$ cat src/rtl/rtdb_pkg.sv
// Shared types, constants and the table builder for the transmittance blend/density block.
package rtdb_pkg;

  localparam int PIX_W  = 16;
  localparam int GAIN_W = 17;
  localparam int DENS_W = 16;

  localparam logic [GAIN_W-1:0] GAIN_ONE = 17'h10000;

  localparam int LOG_TABLE_ENTRIES_DEF = 256;

  // log10(2) in Q0.24
  localparam logic [22:0] DENS_K = 23'd5050445;
  localparam int DENS_SHIFT = 41;

  // Pipeline layout: three blend stages, then six density stages
  localparam int BLEND_STAGES = 3;
  localparam int DENS_STAGES  = 6;
  localparam int STG_BLEND    = 0;
  localparam int STG_DENS     = BLEND_STAGES;
  localparam int PIPE_STAGES  = BLEND_STAGES + DENS_STAGES;

  typedef enum logic [1:0] {
    CFG_GAIN_RED   = 2'd0,
    CFG_GAIN_GREEN = 2'd1,
    CFG_GAIN_BLUE  = 2'd2
  } cfg_reg_t;

  typedef struct packed {
    logic [PIPE_STAGES-1:0] en;   // per-stage load enable
  } pipe_ctl_t;

  // Bitwise-squaring log2 of x (Q1.30, in [1,2]), Q.30 truncated. Elaboration only.
  function automatic logic [30:0] log2_q30(input logic [63:0] x_in);
    logic [63:0] x;
    logic [31:0] res;
    x   = x_in;
    res = '0;
    for (int k = 0; k < 2; k++) begin
      if (x >= (64'd1 << 31)) begin
        x   = x >> 1;
        res = res + (32'd1 << 30);
      end
    end
    for (int bitn = 29; bitn >= 0; bitn--) begin
      x = (x * x) >> 30;
      if (x >= (64'd1 << 31)) begin
        x         = x >> 1;
        res[bitn] = 1'b1;
      end
    end
    return res[30:0];
  endfunction

endpackage

$ cat src/rtl/rtdb_ctrl.sv
// Valid tracking, per-stage load enables and frame marker for the pixel pipeline.
module rtdb_ctrl (
  input  logic                clk,
  input  logic                rst,
  input  logic                pixel_valid,
  input  logic                final_pixel,
  input  logic                result_ready,
  output logic                pixel_ready,
  output logic                result_valid,
  output logic                end_of_frame,
  output rtdb_pkg::pipe_ctl_t ctl
);

  localparam int S = rtdb_pkg::PIPE_STAGES;

  logic [S-1:0] valid;
  logic [S-1:0] eop;
  logic [S-1:0] en;

  // A stage loads when it is empty or its contents move on; bubbles collapse.
  always_comb begin
    en[S-1] = !valid[S-1] || result_ready;
    for (int k = S - 2; k >= 0; k--) begin
      en[k] = !valid[k] || en[k+1];
    end
  end

  always_ff @(posedge clk) begin
    if (rst) begin
      valid <= '0;
    end else begin
      if (en[0]) begin
        valid[0] <= pixel_valid;
      end
      for (int k = 1; k < S; k++) begin
        if (en[k]) begin
          valid[k] <= valid[k-1];
        end
      end
    end
  end

  always_ff @(posedge clk) begin
    if (en[0]) begin
      eop[0] <= final_pixel;
    end
    for (int k = 1; k < S; k++) begin
      if (en[k]) begin
        eop[k] <= eop[k-1];
      end
    end
  end

  assign ctl.en        = en;
  assign pixel_ready   = en[0];
  assign result_valid  = valid[S-1];
  assign end_of_frame  = eop[S-1];

endmodule

$ cat config.mk
export PLATFORM = sky130hd
export DESIGN_NAME = rtdb_ctrl
export DESIGN_NICKNAME = d
export VERILOG_FILES = /design/src/rtl/rtdb_pkg.sv /design/src/rtl/rtdb_ctrl.sv
export SDC_FILE = /design/constraint.sdc
export NUM_CORES = 1
export LEC_CHECK = 0
export BUFFER_PORTS_ARGS = -buffer_cell sky130_fd_sc_hd__buf_2
export CORE_ASPECT_RATIO = 0.9
export CORE_MARGIN = 8
export CORE_UTILIZATION = 44
export CTS_CLUSTER_DIAMETER = 60
export DETAILED_ROUTE_END_ITERATION = 10
export GPL_ROUTABILITY_DRIVEN = 0
export GPL_TIMING_DRIVEN = 1
export PLACE_DENSITY = 0.7
export SLEW_MARGIN = 0
export SYNTH_ARGS = -nofsm -noshare
export SYNTH_HDL_FRONTEND = slang
export SYNTH_SLANG_ARGS = --single-unit
export TNS_END_PERCENT = 100
$ cat constraint.sdc
create_clock -name clk -period 1.05 [get_ports clk]
set_input_delay 0 -clock clk [delete_from_list [all_inputs] [get_ports clk]]
set_output_delay 0 -clock clk [all_outputs]
set_load 0.05 [all_outputs]
After elaboration in Yosys (flattened, before gate mapping) --
Cells that the tools add are included.
Cells by class: reductions and logical operators 18
Operators with widths (number):
- 1-bit zero test | 9
- 1-bit logical OR | 9
Storage, ports and cells: bits in registers 18, logic and storage cells 36

Longest topological paths before layout --
Gate-level depths: netlist (run 1).
depth after elaboration 10, gate-level depth with buffers 5, mapped depth without buffers 3

Least setup slack after synthesis (run 1) --
OpenSTA, ideal clock, no wires.
path type register to register, start register valid[8], end register eop[0], enable pin, setup time 331 ps, arrival 1674 ps, data required time 719 ps, slack -954 ps, stages on the path, launching flop included 5, path buffers 1, cell sequence dfxtp_1 and3b_1 buf_6 nand3_4 or2_1
RTL lines:
- start, declared | RTL line rtdb_ctrl.sv:16 | logic [S-1:0] valid;
- start signal, assigned by index | RTL line rtdb_ctrl.sv:37 | valid[k] <= valid[k-1];
- end signal, assigned | RTL line rtdb_ctrl.sv:45 | eop[0] <= final_pixel;
- end signal, assigned by index | RTL line rtdb_ctrl.sv:49 | eop[k] <= eop[k-1];
- end, declared | RTL line rtdb_ctrl.sv:17 | logic [S-1:0] eop;

==> results.yml, run 1 <==
synthesis:
  yosys_warnings: 0
  yosys.area.top_type: "edfxtp_1"
  synth_edf_count: 9
  synth-seq-cells: 18
  yosysSeqAreaShare_pct: 67.80
  syn_inst: 53
  ys.flop_type: "edfxtp_1"
  synthTopCellsByArea: "edfxtp_1, dfxtp_1, a21oi_1"
  ys_types: 18
  synth_nets: 58
  synth_area_per_cell_um2: 12.54
  ys_async_sr_fraction_pct: 0
  synthesis.area_um2: 664.4
  synth_top_area_share_pct: 40.68
placed_design:
  place_area_um2: 804.5
  dp_hpwl_um: 959.2
  io_buffer_count: 16
  dp_slack_ns: -0.08101
critical_path:
  worst-endpoint-arrival_ns: 1.37
  cp_top_family: "simple AND/OR/NAND/NOR gates"
  critPathMaxFanout: 3
  start_kind: "register"
  required_ns: 1.05
  cpPeakStageDelay_ns: 0.37
  critical_path_depth: 4
  path_cells: "and3_4, nand3_4, or2_4, buf_6"
  critPathSlowestCell: "dfxtp_1"
  worst-path-buf-inv: 1
  endpoint_kind: "output pin"
  rr_worst_depth: 5
  critPathKind: "reg -> out"
power:
  power.density_nw_per_um2: 1116
  p_clk_share_pct: 34.1
  peakVddDrop_mv: 0.7449
  finalPower_uw: 1241
  p_leak_uw: 0.0004967
  p_int_uw: 994.7
  swShare_pct: 19.88
  power_frac_comb_pct: 4.1
  power.share.sequential_pct: 61.8
  power_switching_uw: 246.8
clock_tree:
  clkTransAtPathRegs_ns: 0.10
  cts.path.max_buffers: 2
  root_buffer: "clkbuf_4"
  clock_latency_ns: 0.30
  tritoncts: "yes"
  cts_num_sinks: 18
  htreeDepth: 1
  cts_buffers: 3
finish:
  area_growth_pct: 67.42
  layout_commonest_cell: "buf_4"
  layout.area.seq_um2: 456.7
  drive_above_1_share_pct: 62.92
  layout_common_cells: "buf_4, buf_6, edfxtp_1"
  layout.nets: 95
  antennaDiodeCount: 0
  num-fill-cells: 96
  multi_input_area_um2: 240.2
  post-route-cell-area_um2: 1112
timing:
  fin_ws_ns: -0.3171
  worst_pin_slew_ns: 0.2518
  rsz0062_at_grt: "true"
  slew_violations: 0
  setup_viol: 22
  finalHoldViolCount: 0
  max_slew_margin_pct: 83.33
  period_minus_slack_ns: 1.367
  finClkSkew_ns: 0.009597
  fmax_mhz: 731.5
  min_period_over_period_pct: 130.2
routing:
  drtIter0Drc: 4
  drt-total-wl_um: 1606
  num_vias: 506
  routedWlPerCell_um: 15.44
  dr.pass1.iters: 4
  vias_per_cell: 4.865
  ant_nets: 0
  drc_errors: 0
die:
  num_rows: 13
  die_x_um: 56.96
  die_y_um: 52.87
  initial_core_util_pct: 46.42
  design.core.area_um2: 1431
  pin_count: 17
  design.die.area_um2: 3011
outcome:
  status: "complete, but fails checks"
  violations: "setup timing"
min_path:
  holdPathStages: 5
  holdCritPathClass: "in -> reg"
grt:
  grt.met2_usage_pct: 16.25
  grt_max_degree: 11
  gr-usage-met3_pct: 6.699
  antenna_found_initial: 0
  overflow: 0
  track_usage_pct: 10.29
  grt_first_pass_wirelength_um: 2346
  top_usage_layer: "met2"
  grt_pass1_vias: 500
  met1_usage_pct: 10.59
job:
  maxCapViolations: 0
==> power groups by stage <==
stage | combinational (uW) | clock (uW) | sequential, uW
2_1_floorplan | 13.3 | 0 | 787
3_5_place_dp | 34.1 | 0 | 782
6_report | 51.4 | 423 | 767
4_1_cts | 46.8 | 431 | 767
3_3_place_gp | 33.8 | 0 | 782
5_1_grt | 55.5 | 453 | 771
==> final cells by class <==
class,instances,share of cell area (%)
clock buffers,4,3.262
inverters,6,2.250
multi-input cells,25,21.60
flip-flops and latches,18,41.06
well taps,15,1.687
repair buffers,36,30.15
==> repair_timing <==
action                                 in CTS  in global routing
hold buffers                                4                  0
buffers inserted                            1                  7
endpoints found under the hold margin      10                  0
gates resized for setup                    28                 20
pin swaps                                   1                  6
setup endpoints to repair                  22                 26
==> state kept, by name, summed over array words and instances, names as in the netlist <==
signal  count
eop         9
valid       9
==> cells in the mapped netlist (all sizes together), types with 2 or more instances <==
library cell	number
nor2	4
nand2	3
buf	3
nand3	2
inv	6
edfxtp	9
a21oi	7
nand4	2
dfxtp	9
nand2b	2
==> per-layer routing <==
metal / vias to the layer above / wire length, um
met5: - / 0
met4: 0 / 29
met3: 5 / 129
met2: 16 / 779
met1: 236 / 667
li1: 249 / -
==> path summary, 6_finish.rpt <==
path                start       end  slack, ns
max reg2reg      valid[4]    eop[0]      -0.31
min reg2reg        eop[2]    eop[3]       0.43
max              valid[4]    ctl[0]      -0.32
min          result_ready  valid[2]       0.32
==> stage by stage <==
stage / cells / hold WS (ns) / utilization, % / setup TNS [ns]
after floorplan: 53 / 0.09887 / - / -5.482
after global placement: 88 / 0.1806 / 56.21 / -0.4736
after detailed placement: 88 / 0.1790 / 56.21 / -0.6796
after CTS: 97 / 0.2898 / 68.53 / -3.586
after global routing: 104 / 0.3272 / 77.71 / -4.678
final: 104 / 0.3166 / 77.71 / -3.565
==> cells by family (layout without fill, tap and decap cells) <==
| group | Yosys count | after routing | share of synthesized area [%] |
|---|---|---|---|
| AOI/OAI and AO/OA | 8 | 8 | 7.155 |
| buffers and inverters | 10 | 46 | 7.908 |
| DFF | 18 | 18 | 67.80 |
| and+or+nand+nor | 17 | 17 | 17.14 |
==> worst reg2reg max path: cells and delay by family, from the launching register on <==
family	cells	cell delay [ns]
buffers and inverters	2	0.24
flip-flops	1	0.37
AND/OR/NAND/NOR	3	0.56
No activity file was read; power rests on OpenSTA's default activity.
==> inputs of run 2 (changes only) <==
--- a/config.mk
+++ b/config.mk
@@ -6,14 +6,16 @@
 export NUM_CORES = 1
 export LEC_CHECK = 0
 export BUFFER_PORTS_ARGS = -buffer_cell sky130_fd_sc_hd__buf_2
+export CELL_PAD_IN_SITES_DETAIL_PLACEMENT = 1
+export CELL_PAD_IN_SITES_GLOBAL_PLACEMENT = 2
 export CORE_ASPECT_RATIO = 0.9
 export CORE_MARGIN = 8
-export CORE_UTILIZATION = 44
+export CORE_UTILIZATION = 28
 export CTS_CLUSTER_DIAMETER = 60
 export DETAILED_ROUTE_END_ITERATION = 10
 export GPL_ROUTABILITY_DRIVEN = 0
 export GPL_TIMING_DRIVEN = 1
-export PLACE_DENSITY = 0.7
+export PLACE_DENSITY = 0.81
 export SLEW_MARGIN = 0
 export SYNTH_ARGS = -nofsm -noshare
 export SYNTH_HDL_FRONTEND = slang
==> results.yml, run 2 (synthesis gave the netlist of run 1 again) <==
finish:
  layout_common_cells: "buf_4, edfxtp_1, buf_6, dfxtp_1"
  post-route-util_pct: 46.68
  num-fill-cells: 235
  area_growth_pct: 56.12
  layout_commonest_cell: "buf_4"
  drive_above_1_share_pct: 59.52
  reg_top3: "eop x9, valid x9"
  fin_cells: 111
  post-route-cell-area_um2: 1037
  layout.nets: 90
  antennaDiodeCount: 0
job:
  maxCapViolations: 0
timing:
  slew_violations: 0
  finClkSkew_ns: 0.007658
  min_period_over_period_pct: 130.1
  period_minus_slack_ns: 1.366
  hold_ws_ns: 0.02523
  finalHoldViolCount: 0
  setup_viol: 24
  fmax_mhz: 732.3
  max_slew_margin_pct: 83.34
  rsz0062_at_grt: "true"
  worst_pin_slew_ns: 0.2517
  fin_ws_ns: -0.3156
die:
  die_y_um: 62.21
  initial_core_util_pct: 29.90
  design.die.area_um2: 4190
  pin_count: 17
  design.core.area_um2: 2222
  die_x_um: 67.35
  num_rows: 16
critical_path:
  required_ns: 1.05
  endpoint_kind: "output pin"
  start_kind: "register"
  worst-endpoint-arrival_ns: 1.37
  critPathMaxFanout: 3
  rrSetupSlack_ns: -0.21
  critPathKind: "reg -> out"
routing:
  vias_per_cell: 4.523
  drtIter0Drc: 2
  drc_errors: 0
  num_vias: 502
  drt-total-wl_um: 1576
  ant_nets: 0
  routedWlPerCell_um: 14.20
  dr.pass1.iters: 2
grt:
  track_usage_pct: 7.849
  grt_first_pass_wirelength_um: 2518
  grt_pass1_vias: 543
  overflow: 0
  antenna_found_initial: 0
  grt_max_degree: 11
placed_design:
  dp_slack_ns: -0.1004
  place_area_um2: 827.0
  dp_hpwl_um: 1175
  io_buffer_count: 16
  dp.cells: 101
clock_tree:
  clock_latency_ns: 0.29
  root_buffer: "clkbuf_4"
  cts.path.max_buffers: 2
  cts_buffers: 3
  cts_num_sinks: 18
  htreeDepth: 1
  tritoncts: "yes"
  clkTransAtPathRegs_ns: 0.10
outcome:
  violations: "setup timing"
  status: "complete, but fails checks"
power:
  peakVddDrop_mv: 0.6640
  power.density_nw_per_um2: 1118
  p_leak_uw: 0.0004297
min_path:
  holdCritPathClass: "in -> reg"
[run 2: cell count changes in the layout (fill, tap and decap cells not counted), sizes merged]
cell	previous run	this run
dlygate4sd3	4	2
clkbuf	5	4
buf	31	28
clkinv	0	1
[run 2: layer usage]
metal,vias up,wire length (um),global-route usage (%)
met2,18,822,13.62
li1,238,-,-
met3,0,146,5.376
met4,0,0,0.7833
met1,246,608,7.660
met5,-,0,0
[run 2: power by group]
part           total, uW  internal, uW  switching [uW]
clock network        344           138             206
logic               50.2          23.0            27.2
registers            765           757            8.22
[run 2: timing repair]
item / in CTS / in global routing
pin swaps: 3 / 1
resized for setup: 36 / 6
hold endpoints to repair: 2 / 0
gates cloned: 0 / 0
setup endpoints to repair: 23 / 26
buffers inserted: 2 / 3
hold buffers: 2 / 0
[run 2: per-stage QoR]
stage	TNS [ns]	power (uW)
2_1_floorplan	-5.482	800.3
3_3_place_gp	-0.6854	817.3
4_1_cts	-3.911	1175
6_report	-3.952	1160
3_5_place_dp	-0.8579	820.0
5_1_grt	-5.272	1204
[run 2: layout make-up]
type | count | area (um^2) | area share, %
tap | 27 | 33.78 | 3.257
multi-input combinational | 25 | 210.2 | 20.27
clock buffer | 3 | 22.52 | 2.171
timing repair buffer | 31 | 289.0 | 27.87
clock inverter | 1 | 3.754 | 0.3619
inverter | 6 | 22.52 | 2.171
sequential | 18 | 455.4 | 43.91
[run 2: path summary, 6_finish.rpt]
check,start,end,cells after the start
setup / recovery,valid[8],ctl[0],4
hold / removal,rst,valid[2],2
setup reg to reg,valid[8],eop[2],5
hold reg to reg,eop[2],eop[3],0
[run 2: critical path: stages, from the launching register on]
cell	delay (ns)
dfxtp_4	0.36
and3b_2	0.23
nand3_4	0.07
or2_4	0.25
buf_6	0.16
