## src/rtl/rtdb_pkg.sv

```systemverilog
// Shared types, constants and the table builder for the transmittance blend/density block.
package rtdb_pkg;

  localparam int PIX_W  = 16;
  localparam int GAIN_W = 17;
  localparam int DENS_W = 16;

  localparam logic [GAIN_W-1:0] GAIN_ONE = 17'h10000;

  localparam int LOG_TABLE_ENTRIES_DEF = 256;

  // log10(2) in Q0.24
  localparam logic [22:0] DENS_K = 23'd5050445;
  localparam int DENS_SHIFT = 41;

  // Pipeline layout: three blend stages, then six density stages
  localparam int BLEND_STAGES = 3;
  localparam int DENS_STAGES  = 6;
  localparam int STG_BLEND    = 0;
  localparam int STG_DENS     = BLEND_STAGES;
  localparam int PIPE_STAGES  = BLEND_STAGES + DENS_STAGES;

  typedef enum logic [1:0] {
    CFG_GAIN_RED   = 2'd0,
    CFG_GAIN_GREEN = 2'd1,
    CFG_GAIN_BLUE  = 2'd2
  } cfg_reg_t;

  typedef struct packed {
    logic [PIPE_STAGES-1:0] en;   // per-stage load enable
  } pipe_ctl_t;

  // Bitwise-squaring log2 of x (Q1.30, in [1,2]), Q.30 truncated. Elaboration only.
  function automatic logic [30:0] log2_q30(input logic [63:0] x_in);
    logic [63:0] x;
    logic [31:0] res;
    x   = x_in;
    res = '0;
    for (int k = 0; k < 2; k++) begin
      if (x >= (64'd1 << 31)) begin
        x   = x >> 1;
        res = res + (32'd1 << 30);
      end
    end
    for (int bitn = 29; bitn >= 0; bitn--) begin
      x = (x * x) >> 30;
      if (x >= (64'd1 << 31)) begin
        x         = x >> 1;
        res[bitn] = 1'b1;
      end
    end
    return res[30:0];
  endfunction

endpackage

```

## src/rtl/rtdb_blend.sv

```systemverilog
// One colour channel of the gain blend: difference, gain multiply, candidate and domain check.
module rtdb_blend (
  input  logic                               clk,
  input  rtdb_pkg::pipe_ctl_t                ctl,
  input  logic [rtdb_pkg::PIX_W-1:0]         expected,
  input  logic [rtdb_pkg::PIX_W-1:0]         base,
  input  logic [rtdb_pkg::GAIN_W-1:0]        gain,
  output logic [rtdb_pkg::PIX_W-1:0]         cand,
  output logic                               cand_err
);

  localparam int PW = rtdb_pkg::PIX_W;
  localparam int GW = rtdb_pkg::GAIN_W;
  localparam int S0 = rtdb_pkg::STG_BLEND;

  // stage 1
  logic [PW-1:0] e1;
  logic [PW-1:0] diff1;
  logic [GW-1:0] g1;
  logic          ge1;
  logic          err1;
  // stage 2
  logic [PW-1:0]    e2;
  logic [PW+GW-1:0] prod2;
  logic             ge2;
  logic             err2;

  logic [PW+1:0]    up_sum;
  logic [PW+GW:0]   prod_rnd;
  logic [PW+1:0]    dec;
  logic [PW+1:0]    c_next;
  logic             err_next;

  always_ff @(posedge clk) begin
    if (ctl.en[S0]) begin
      e1    <= expected;
      ge1   <= base >= expected;
      diff1 <= (base >= expected) ? base - expected : expected - base;
      g1    <= gain;
      err1  <= (expected == '0) || (base == '0) || (gain == '0) ||
               (gain > rtdb_pkg::GAIN_ONE);
    end
  end

  always_ff @(posedge clk) begin
    if (ctl.en[S0+1]) begin
      e2    <= e1;
      ge2   <= ge1;
      prod2 <= (PW+GW)'(g1) * (PW+GW)'(diff1);
      err2  <= err1;
    end
  end

  // Rising blend truncates the step; falling blend rounds the decrement up.
  always_comb begin
    up_sum   = (PW+2)'(e2) + (PW+2)'(prod2[PW+GW-1:16]);
    prod_rnd = (PW+GW+1)'(prod2) + (PW+GW+1)'(17'h0FFFF);
    dec      = prod_rnd[PW+GW:16];
    if (ge2) begin
      c_next = up_sum;
    end else begin
      c_next = (dec >= (PW+2)'(e2)) ? '0 : (PW+2)'(e2) - dec;
    end
    err_next = err2 || (c_next == '0) || (c_next > (PW+2)'(18'h0FFFF));
  end

  always_ff @(posedge clk) begin
    if (ctl.en[S0+2]) begin
      cand     <= c_next[PW-1:0];
      cand_err <= err_next;
    end
  end

endmodule

```

## config.mk

```make
export PLATFORM = sky130hd
export DESIGN_NAME = rtdb_blend
export DESIGN_NICKNAME = d
export VERILOG_FILES = /design/src/rtl/rtdb_pkg.sv /design/src/rtl/rtdb_blend.sv
export SDC_FILE = /design/constraint.sdc
export NUM_CORES = 1
export LEC_CHECK = 0
export BUFFER_PORTS_ARGS = -buffer_cell sky130_fd_sc_hd__buf_2
export CAP_MARGIN = 30
export CORE_MARGIN = 1.5
export CORE_UTILIZATION = 58
export DETAILED_ROUTE_END_ITERATION = 6
export HOLD_SLACK_MARGIN = 0.03
export PLACE_DENSITY = 0.86
export SETUP_SLACK_MARGIN = 0.02
export SYNTH_ARGS = -nofsm -noshare
export SYNTH_HDL_FRONTEND = slang
export SYNTH_SLANG_ARGS = --single-unit
```

## constraint.sdc

```tcl
create_clock -name clk -period 6.4 [get_ports clk]
set_clock_uncertainty 0.2 [all_clocks]
set_input_delay 1.28 -clock clk [delete_from_list [all_inputs] [get_ports clk]]
set_output_delay 1.28 -clock clk [all_outputs]
set_load 0.1 [all_outputs]
```

After elaboration in Yosys (flattened, before gate mapping)
Cells that the tools add are included.
{"block": "totals", "register_bits": 119, "in_bits": 59, "out_inout_bits": 17, "word_cells": 33}
{"block": "op_classes", "add_sub_neg": 5, "n_mul": 1, "magnitude_cmp": 4, "muxes": 3, "n_reduce_logical": 9}
{"operator": "$mux 18", "n": 2}
{"operator": "$add 33x16->34 const B", "n": 1}
{"operator": "$mul 17x16->33", "n": 1}
{"operator": "$logic_not 16->1", "n": 2}
{"operator": "$sub 16x16->16", "n": 2}
{"operator": "$add 16x17->18", "n": 1}
{"operator": "$ge 18x16->1", "n": 1}
{"operator": "$gt 18x16->1 const B", "n": 1}
{"operator": "$logic_not 18->1", "n": 1}
{"operator": "$sub 16x18->18", "n": 1}
{"operator": "$gt 17x17->1 const B", "n": 1}
{"operator": "$logic_not 17->1", "n": 1}
{"operator": "$ge 16x16->1", "n": 1}
{"operator": "$mux 16", "n": 1}
{"operator": "$logic_or 1x1->1", "n": 5}

Longest topological paths before layout
Gate-level depths: netlist of run 1.
{"block": "logic_depth", "ltp_word": 7, "ltp_mapped": 24, "depth_no_buf": 23}

Worst setup path after synthesis of run 1
No wires, ideal clock.
{"block": "synth_path", "path_type": "flip-flop to flip-flop", "start": "register diff1[9]", "end": "register prod2[32], data pin", "setup_ns": 0.260, "arrival_ns": 6.004, "t_required_ns": 5.940, "slack_ns": -0.064, "stages_incl_launch_ff": 23, "n_path_buf": 2, "synth_period_minus_slack_ns": 6.464, "path_cell_list": "edfxtp_1 -> clkbuf_1 -> clkbuf_1 -> nand2_1 -> fa_1 -> fa_1 -> fa_1 -> fa_1 -> inv_1 -> fa_1 -> inv_1 -> fa_1 -> inv_1 -> ha_1 -> o21a_1 -> nand4_1 -> or3b_2 -> o2111ai_1 -> o211ai_1 -> o211a_1 -> o21bai_1 -> a21oi_1 -> xnor2_1"}
{"block": "synth_between", "elab_chain_cells": 1}
{"element": "start, declared", "line": "rtdb_blend.sv:18", "source": "logic [PW-1:0] diff1;"}
{"element": "start signal, assigned", "line": "rtdb_blend.sv:38", "source": "diff1 <= (base >= expected) ? base - expected : expected - base;"}
{"element": "$mul 17x16->33", "line": "rtdb_blend.sv:49", "source": "prod2 <= (PW+GW)'(g1) * (PW+GW)'(diff1);"}
{"element": "end signal, assigned", "line": "rtdb_blend.sv:49"}
{"element": "end, declared", "line": "rtdb_blend.sv:24", "source": "logic [PW+GW-1:0] prod2;"}
No other way between the ends.
A chain may end at the register's enable or synchronous reset.

Final worst setup path of run 1
Same ends and word-level chain as after synthesis.

==> results_dict.tcl, run 1 <==
set metrics [dict create \
    track_usage 0.316 \
    worst_skew_pair.late_latency_ns 0.45 \
    ys_types 73 \
    ios 76 \
    root_buffer "clkbuf_16" \
    row_count 61 \
    drive_gt1_frac 0.172 \
    synth-seq-area-share 0.219 \
    diodes 0 \
    syn_to_final_growth_pct 17.8 \
    final.period_utilization 1.04 \
    critical_path_class "flop to flop" \
    grt_max_degree 52 \
    cap_viol_max_count 0 \
    portBuffers 69 \
    grt_pass1_vias 14500 \
    htreeDepth 4 \
    min_path_type "flop to flop" \
    yosys-top-cells-area "fa_1 26%, edfxtp_1 22%, ha_1 13%" \
    cts_buffers 17 \
    tritoncts "built" \
    fin_nets 2324 \
    ant_nets 0 \
    ys_async_sr_fraction 0 \
    synth_edf_count 119 \
    outcome "complete, but fails checks" \
    antenna_found_initial 0 \
    coreArea_um2 27800 \
    vias 13700 \
    setup_slack_ns -0.233 \
    critPathLaunch "diff1[9]" \
    post-route-drc-count 0 \
    grt_pass1_wl_um 71200 \
    fp.dieW_um 171 \
    utilization 0.693 \
    worst_r2r_endpoint "prod2[32]" \
    relSlewSlack 0.462 \
    gp_congestion 0.923 \
    synth-seq-cells 119 \
    tightestPinTransition_ns 0.800 \
    finalInstanceArea_um2 19200 \
    maxSlewViolCount 0 \
    clkTransAtPathRegs_ns 0.06 \
    via_per_inst 6.03 \
    start_kind "flop" \
    seq_area_um2 3570 \
    gr-total-overflow 0 \
    fillers 1946 \
    endpoint_kind "flop" \
    crit_fanout 6 \
    ys.flop_type "edfxtp_1" \
    max_freq_ghz 0.151 \
    setup.worst_path.end "prod2[32]" \
    cp.required_ns 6.38 \
    die-area_um2 29200 \
    timing.rr.start "diff1[9]" \
    fin_crit_ns 6.63 \
    wirelength_um 47000 \
    ff2ff_path_depth 21 \
    clock_path_buffers 2 \
    drtPass1Iterations 7 \
    initial_core_util 0.588 \
    violations "setup timing" \
    rrSetupSlack_ns -0.23 \
    syn-mean-instance-area_um2 9.60 \
    syn-num-nets 2142 \
    syn_inst 1703 \
    syn_area_um2 16300 \
    cts_num_sinks 119 \
    wl_per_cell_um 20.6 \
    arrival_ns 6.61 \
    synth.top_cell.area_share 0.260 \
    placed_cell_area_um2 17900 \
    hpwlAfterDp_um 33700 \
    die_h_um 171 \
    multi_input_area_um2 11800 \
    drt_first_iter_violations 1318 \
    synth_top_area_cell "fa_1" \
    finalHoldViolCount 0 \
    setup_violations 5 \
    rsz0062_at_grt "true" \
    yosys_warnings 0 \
]
worst max-delay path: stages (launching register included):
cell       delay, ns
edfxtp_1        0.55
buf_4           0.19
nand2_1         0.07
fa_1            0.57
fa_1            0.46
fa_1            0.58
inv_2           0.05
fa_2            0.46
fa_1            0.51
inv_1           0.07
fa_1            0.54
inv_1           0.07
ha_4            0.28
and2_4          0.15
nand4_1         0.17
or3b_4          0.42
o2111ai_2       0.10
o211ai_1        0.18
o211a_1         0.28
o21bai_1        0.22
a21oi_2         0.10
xnor2_1         0.14
final cells by class:
cell class                      instances  area share
Tap cell                              378      0.0246
Clock inverter                         15      0.0105
Multi-Input combinational cell       1223       0.614
Inverter                              308      0.0601
Timing Repair Buffer                  216      0.0826
Clock buffer                           17      0.0221
Sequential cell                       119       0.186
how the worst min path moves through the flow:
stage          start    end  slack, ns  depth (start not counted)
6_report       e1[1]  e2[1]       0.21                          0
3_5_place_dp   e1[1]  e2[1]       0.21                          0
3_3_place_gp   e1[6]  e2[6]       0.20                          0
5_1_grt        e1[1]  e2[1]       0.22                          0
2_1_floorplan  e1[0]  e2[0]       0.20                          0
4_1_cts        e1[1]  e2[1]       0.22                          0
layer usage:
metal  share of wire  GRT usage
met5               0          0
met4           0.050      0.140
met3           0.081     0.0622
met2            0.50      0.554
met1            0.37      0.379
cells by family (layout without fill, tap and decap cells):
group | count (synthesis) | count (layout) | share of synthesized area
adders and majority gates | 380 | 380 | 0.388
buffers and inverters | 361 | 556 | 0.0844
and+or+nand+nor | 501 | 501 | 0.156
AOI/OAI and AO/OA | 255 | 255 | 0.105
DFF | 119 | 119 | 0.219
xor gates and xnor gates | 78 | 78 | 0.0418
muxes | 9 | 9 | 0.00551
sequential cells by signal, summed over array words and instances (netlist names):
name      flops
cand_err      1
ge2           1
err1          1
cand         16
diff1        16
e2           16
g1           17
prod2        33
err2          1
ge1           1
e1           16
cell usage after synthesis, types with 12 or more instances:
cell type / number
inv_1: 307
fa_1: 212
nand2_1: 184
ha_1: 168
and2_1: 141
edfxtp_1: 119
a21oi_1: 73
nor2_1: 54
clkbuf_1: 48
xnor2_1: 48
o21ai_0: 46
xor2_1: 30
a21o_1: 26
nor4_1: 22
o21bai_1: 19
nand4_1: 18
a211oi_1: 14
nor3_1: 14
nand3_1: 12
nor2b_1: 12
repair_timing:
| item | in CTS | in global routing |
|---|---|---|
| setup endpoints to repair | 8 | 11 |
| pin swaps | 31 | 44 |
| gates resized for setup | 47 | 48 |
| hold buffers | 0 | 0 |
| gates cloned | 0 | 1 |
| setup buffers | 27 | 14 |
| hold endpoints to repair | 0 | 0 |
stage by stage:
step,setup WS (ns),cells,setup TNS (ns),hold slack [ns]
after global routing,-0.471,2276,-2.28,0.222
after detailed placement,-0.380,2205,-1.56,0.206
after floorplan,0.0217,1703,0,0.200
after global placement,-0.220,2203,-0.727,0.201
after CTS,-0.0721,2263,-0.117,0.217
final,-0.233,2276,-0.789,0.209
layout by cell type, fill, tap and decap left out, drive strengths merged, types with 5 or more instances in the layout:
master	netlist	layout
a211oi	14	14
a21boi	6	6
a21o	26	26
a21oi	73	73
a22o	10	10
and2	141	141
and3	10	10
buf	5	216
clkbuf	48	17
clkinv	1	5
clkinvlp	0	5
edfxtp	119	119
fa	212	212
ha	168	168
inv	307	309
mux2i	9	9
nand2	184	184
nand2b	10	10
nand3	12	12
nand4	18	18
nor2	55	55
nor2b	13	13
nor3	14	14
nor4	22	22
o21a	9	9
o21ai	48	48
o21bai	19	19
o22ai	6	6
o31ai	5	5
or3	6	6
xnor2	48	48
xor2	30	30
Power of run 1 is not shown: default switching activity piles up to over one toggle a cycle in this logic, so the estimate is an artifact.
==> inputs of run 2 (changes only) <==
--- a/config.mk
+++ b/config.mk
@@ -8,10 +8,10 @@
 export BUFFER_PORTS_ARGS = -buffer_cell sky130_fd_sc_hd__buf_2
 export CAP_MARGIN = 30
 export CORE_MARGIN = 1.5
-export CORE_UTILIZATION = 58
+export CORE_UTILIZATION = 60
 export DETAILED_ROUTE_END_ITERATION = 6
 export HOLD_SLACK_MARGIN = 0.03
-export PLACE_DENSITY = 0.86
+export PLACE_DENSITY = 0.85
 export SETUP_SLACK_MARGIN = 0.02
 export SYNTH_ARGS = -nofsm -noshare
 export SYNTH_HDL_FRONTEND = slang
==> constraint.sdc (replaced) <==
create_clock -name clk -period 7.14 [get_ports clk]
set_clock_uncertainty 0.2 [all_clocks]
set_input_delay 1.428 -clock clk [delete_from_list [all_inputs] [get_ports clk]]
set_output_delay 1.428 -clock clk [all_outputs]
set_load 0.1 [all_outputs]
==> run 2 against run 1 <==
The run now ends clean. Wire length down 8.8%. Register-to-register slack improved by 0.49 ns. Sequential share of layout area rose by 0.95 points. Final cell count decreased by 4.3%. Count of clock-buffer cells in the layout up 1. Critical path type unchanged. Critical endpoint unchanged. Largest cell class unchanged. Highest routed layer unchanged.
==> results_dict.tcl, run 2 (synthesis gave the netlist of run 1 again) <==
set metrics [dict create \
    min_from "e1[10]" \
    ios 76 \
    cp_common_cell "fa_1" \
    antenna_found_initial 0 \
    coreArea_um2 26900 \
    final.period_utilization 0.964 \
    initial_core_util 0.608 \
    top_register "prod2" \
    die_h_um 168 \
    fin_crit_ns 6.88 \
    wl_per_cell_um 19.7 \
    ff2ff_path_depth 23 \
    cap_viol_max_count 0 \
    syn_to_final_growth_pct 12.0 \
    max_freq_ghz 0.145 \
    fp.dieW_um 168 \
    largest_register_ffs 33 \
    gp_congestion 0.978 \
    post-route-drc-count 0 \
    start_kind "flop" \
    critical_path_class "flop to flop" \
    finalHoldViolCount 0 \
    mostFrequentLayoutCell "inv_1" \
    worst_skew_pair.late_latency_ns 0.44 \
    root_buffer "clkbuf_16" \
    diodes 0 \
    critical_path.top_delay_family "adder cells" \
    htreeDepth 4 \
    cts_buffers 17 \
    setup_tns_ns 0 \
    grt_max_degree 52 \
    timing.rr.start "g1[14]" \
    crit_fanout 8 \
    die-area_um2 28200 \
    layout_common_cells "307 x inv_1, 212 x fa_1, 184 x nand2_1, 168 x ha_1, 141 x and2_1" \
    tritoncts "built" \
    placed_cell_area_um2 17300 \
    clkTransAtPathRegs_ns 0.07 \
    maxSlewViolCount 0 \
    drive_gt1_frac 0.111 \
    portBuffers 69 \
    grt_pass1_vias 13400 \
    track_usage 0.306 \
    tightestPinTransition_ns 0.882 \
    relSlewSlack 0.407 \
    rsz0062_at_grt "true" \
    preCtsSetupSlack_ns 0.131 \
    ant_nets 0 \
    min_path_type "flop to flop" \
    critPathSlowestCell "edfxtp_1" \
    setup_violations 0 \
    worstPathCellList "buf_4 > nand2_1 > fa_1 > inv_1 > fa_1 > fa_1 > inv_1 > fa_1 > inv_1 > fa_1 > inv_1 > fa_1 > inv_1 > ha_1 > o21a_2 > nand4_1 > or3b_2 > o2111ai_1 > o211ai_1 > o211a_1 > o21bai_1 > a21oi_1 > xnor2_1" \
    whs_path_depth 0 \
    wirelength_um 42800 \
    min_to "e2[10]" \
    hpwlAfterDp_um 33100 \
    finalInstanceArea_um2 18300 \
    hold_buffers 0 \
    setup_slack_ns 0.257 \
    via_per_inst 5.97 \
    cp.required_ns 7.12 \
    outcome "completed" \
    worst_r2r_endpoint "prod2[32]" \
    grt_pass1_wl_um 66800 \
    vias 13000 \
    row_count 60 \
    gr-total-overflow 0 \
    drtPass1Iterations 5 \
    fin_nets 2264 \
    worst-path-buf-inv 6 \
    drt_first_iter_violations 1087 \
    endpoint_kind "flop" \
    cts_num_sinks 119 \
    reg.largest.list "prod2 x33, g1 x17" \
    clock_path_buffers 2 \
    cpPeakStageDelay_ns 0.55 \
    arrival_ns 6.87 \
    rrSetupSlack_ns 0.26 \
]
-- run 2: changes by cell type in the layout (fill, tap and decap cells not counted), moves of 5 or more --
cell,previous run,this run
ha_4,14,0
fa_1,203,212
buf_6,9,0
inv_2,8,0
inv_1,299,307
ha_1,154,168
inv_6,2,7
fa_2,9,0
buf_4,123,76
o21ai_0,39,45
-- run 2: how the worst max path moves through the flow --
stage	start	depth (start not counted)	to
after floorplan	diff1[9]	22	prod2[32]
after global placement	g1[9]	21	prod2[32]
after detailed placement	diff1[6]	22	prod2[32]
after CTS	g1[10]	22	prod2[31]
after global routing	g1[9]	23	prod2[31]
final	g1[14]	23	prod2[32]
-- run 2: layout make-up --
class	instances	area [um2]
sequential	119	3570
timing repair buffer	156	1140
fill	1936	8570
clock inverter	14	186
tap	341	427
inverter	308	1160
multi-input combinational	1223	11400
clock buffer	18	429
-- run 2: through the flow --
stage	utilization	std cells	hold WS [ns]
after floorplan	-	1703	0.200
after global placement	0.642	2106	0.202
after detailed placement	0.642	2106	0.206
after CTS	0.665	2138	0.221
after global routing	0.681	2179	0.224
final	0.681	2179	0.219
-- run 2: routing by layer --
layer / vias to the layer above / wire (um) / global-route usage
met3: 145 / 2760 / 0.0454
met2: 581 / 21300 / 0.521
li1: 5838 / - / -
met1: 6448 / 17000 / 0.385
met5: - / 0 / 0
met4: 0 / 1850 / 0.145
-- run 2: timing repair --
action / in CTS / in global routing
gates resized for setup: 0 / 4
setup endpoints to repair: 0 / 7
buffers inserted: 0 / 41
Power of run 2 is left out for the same reason.
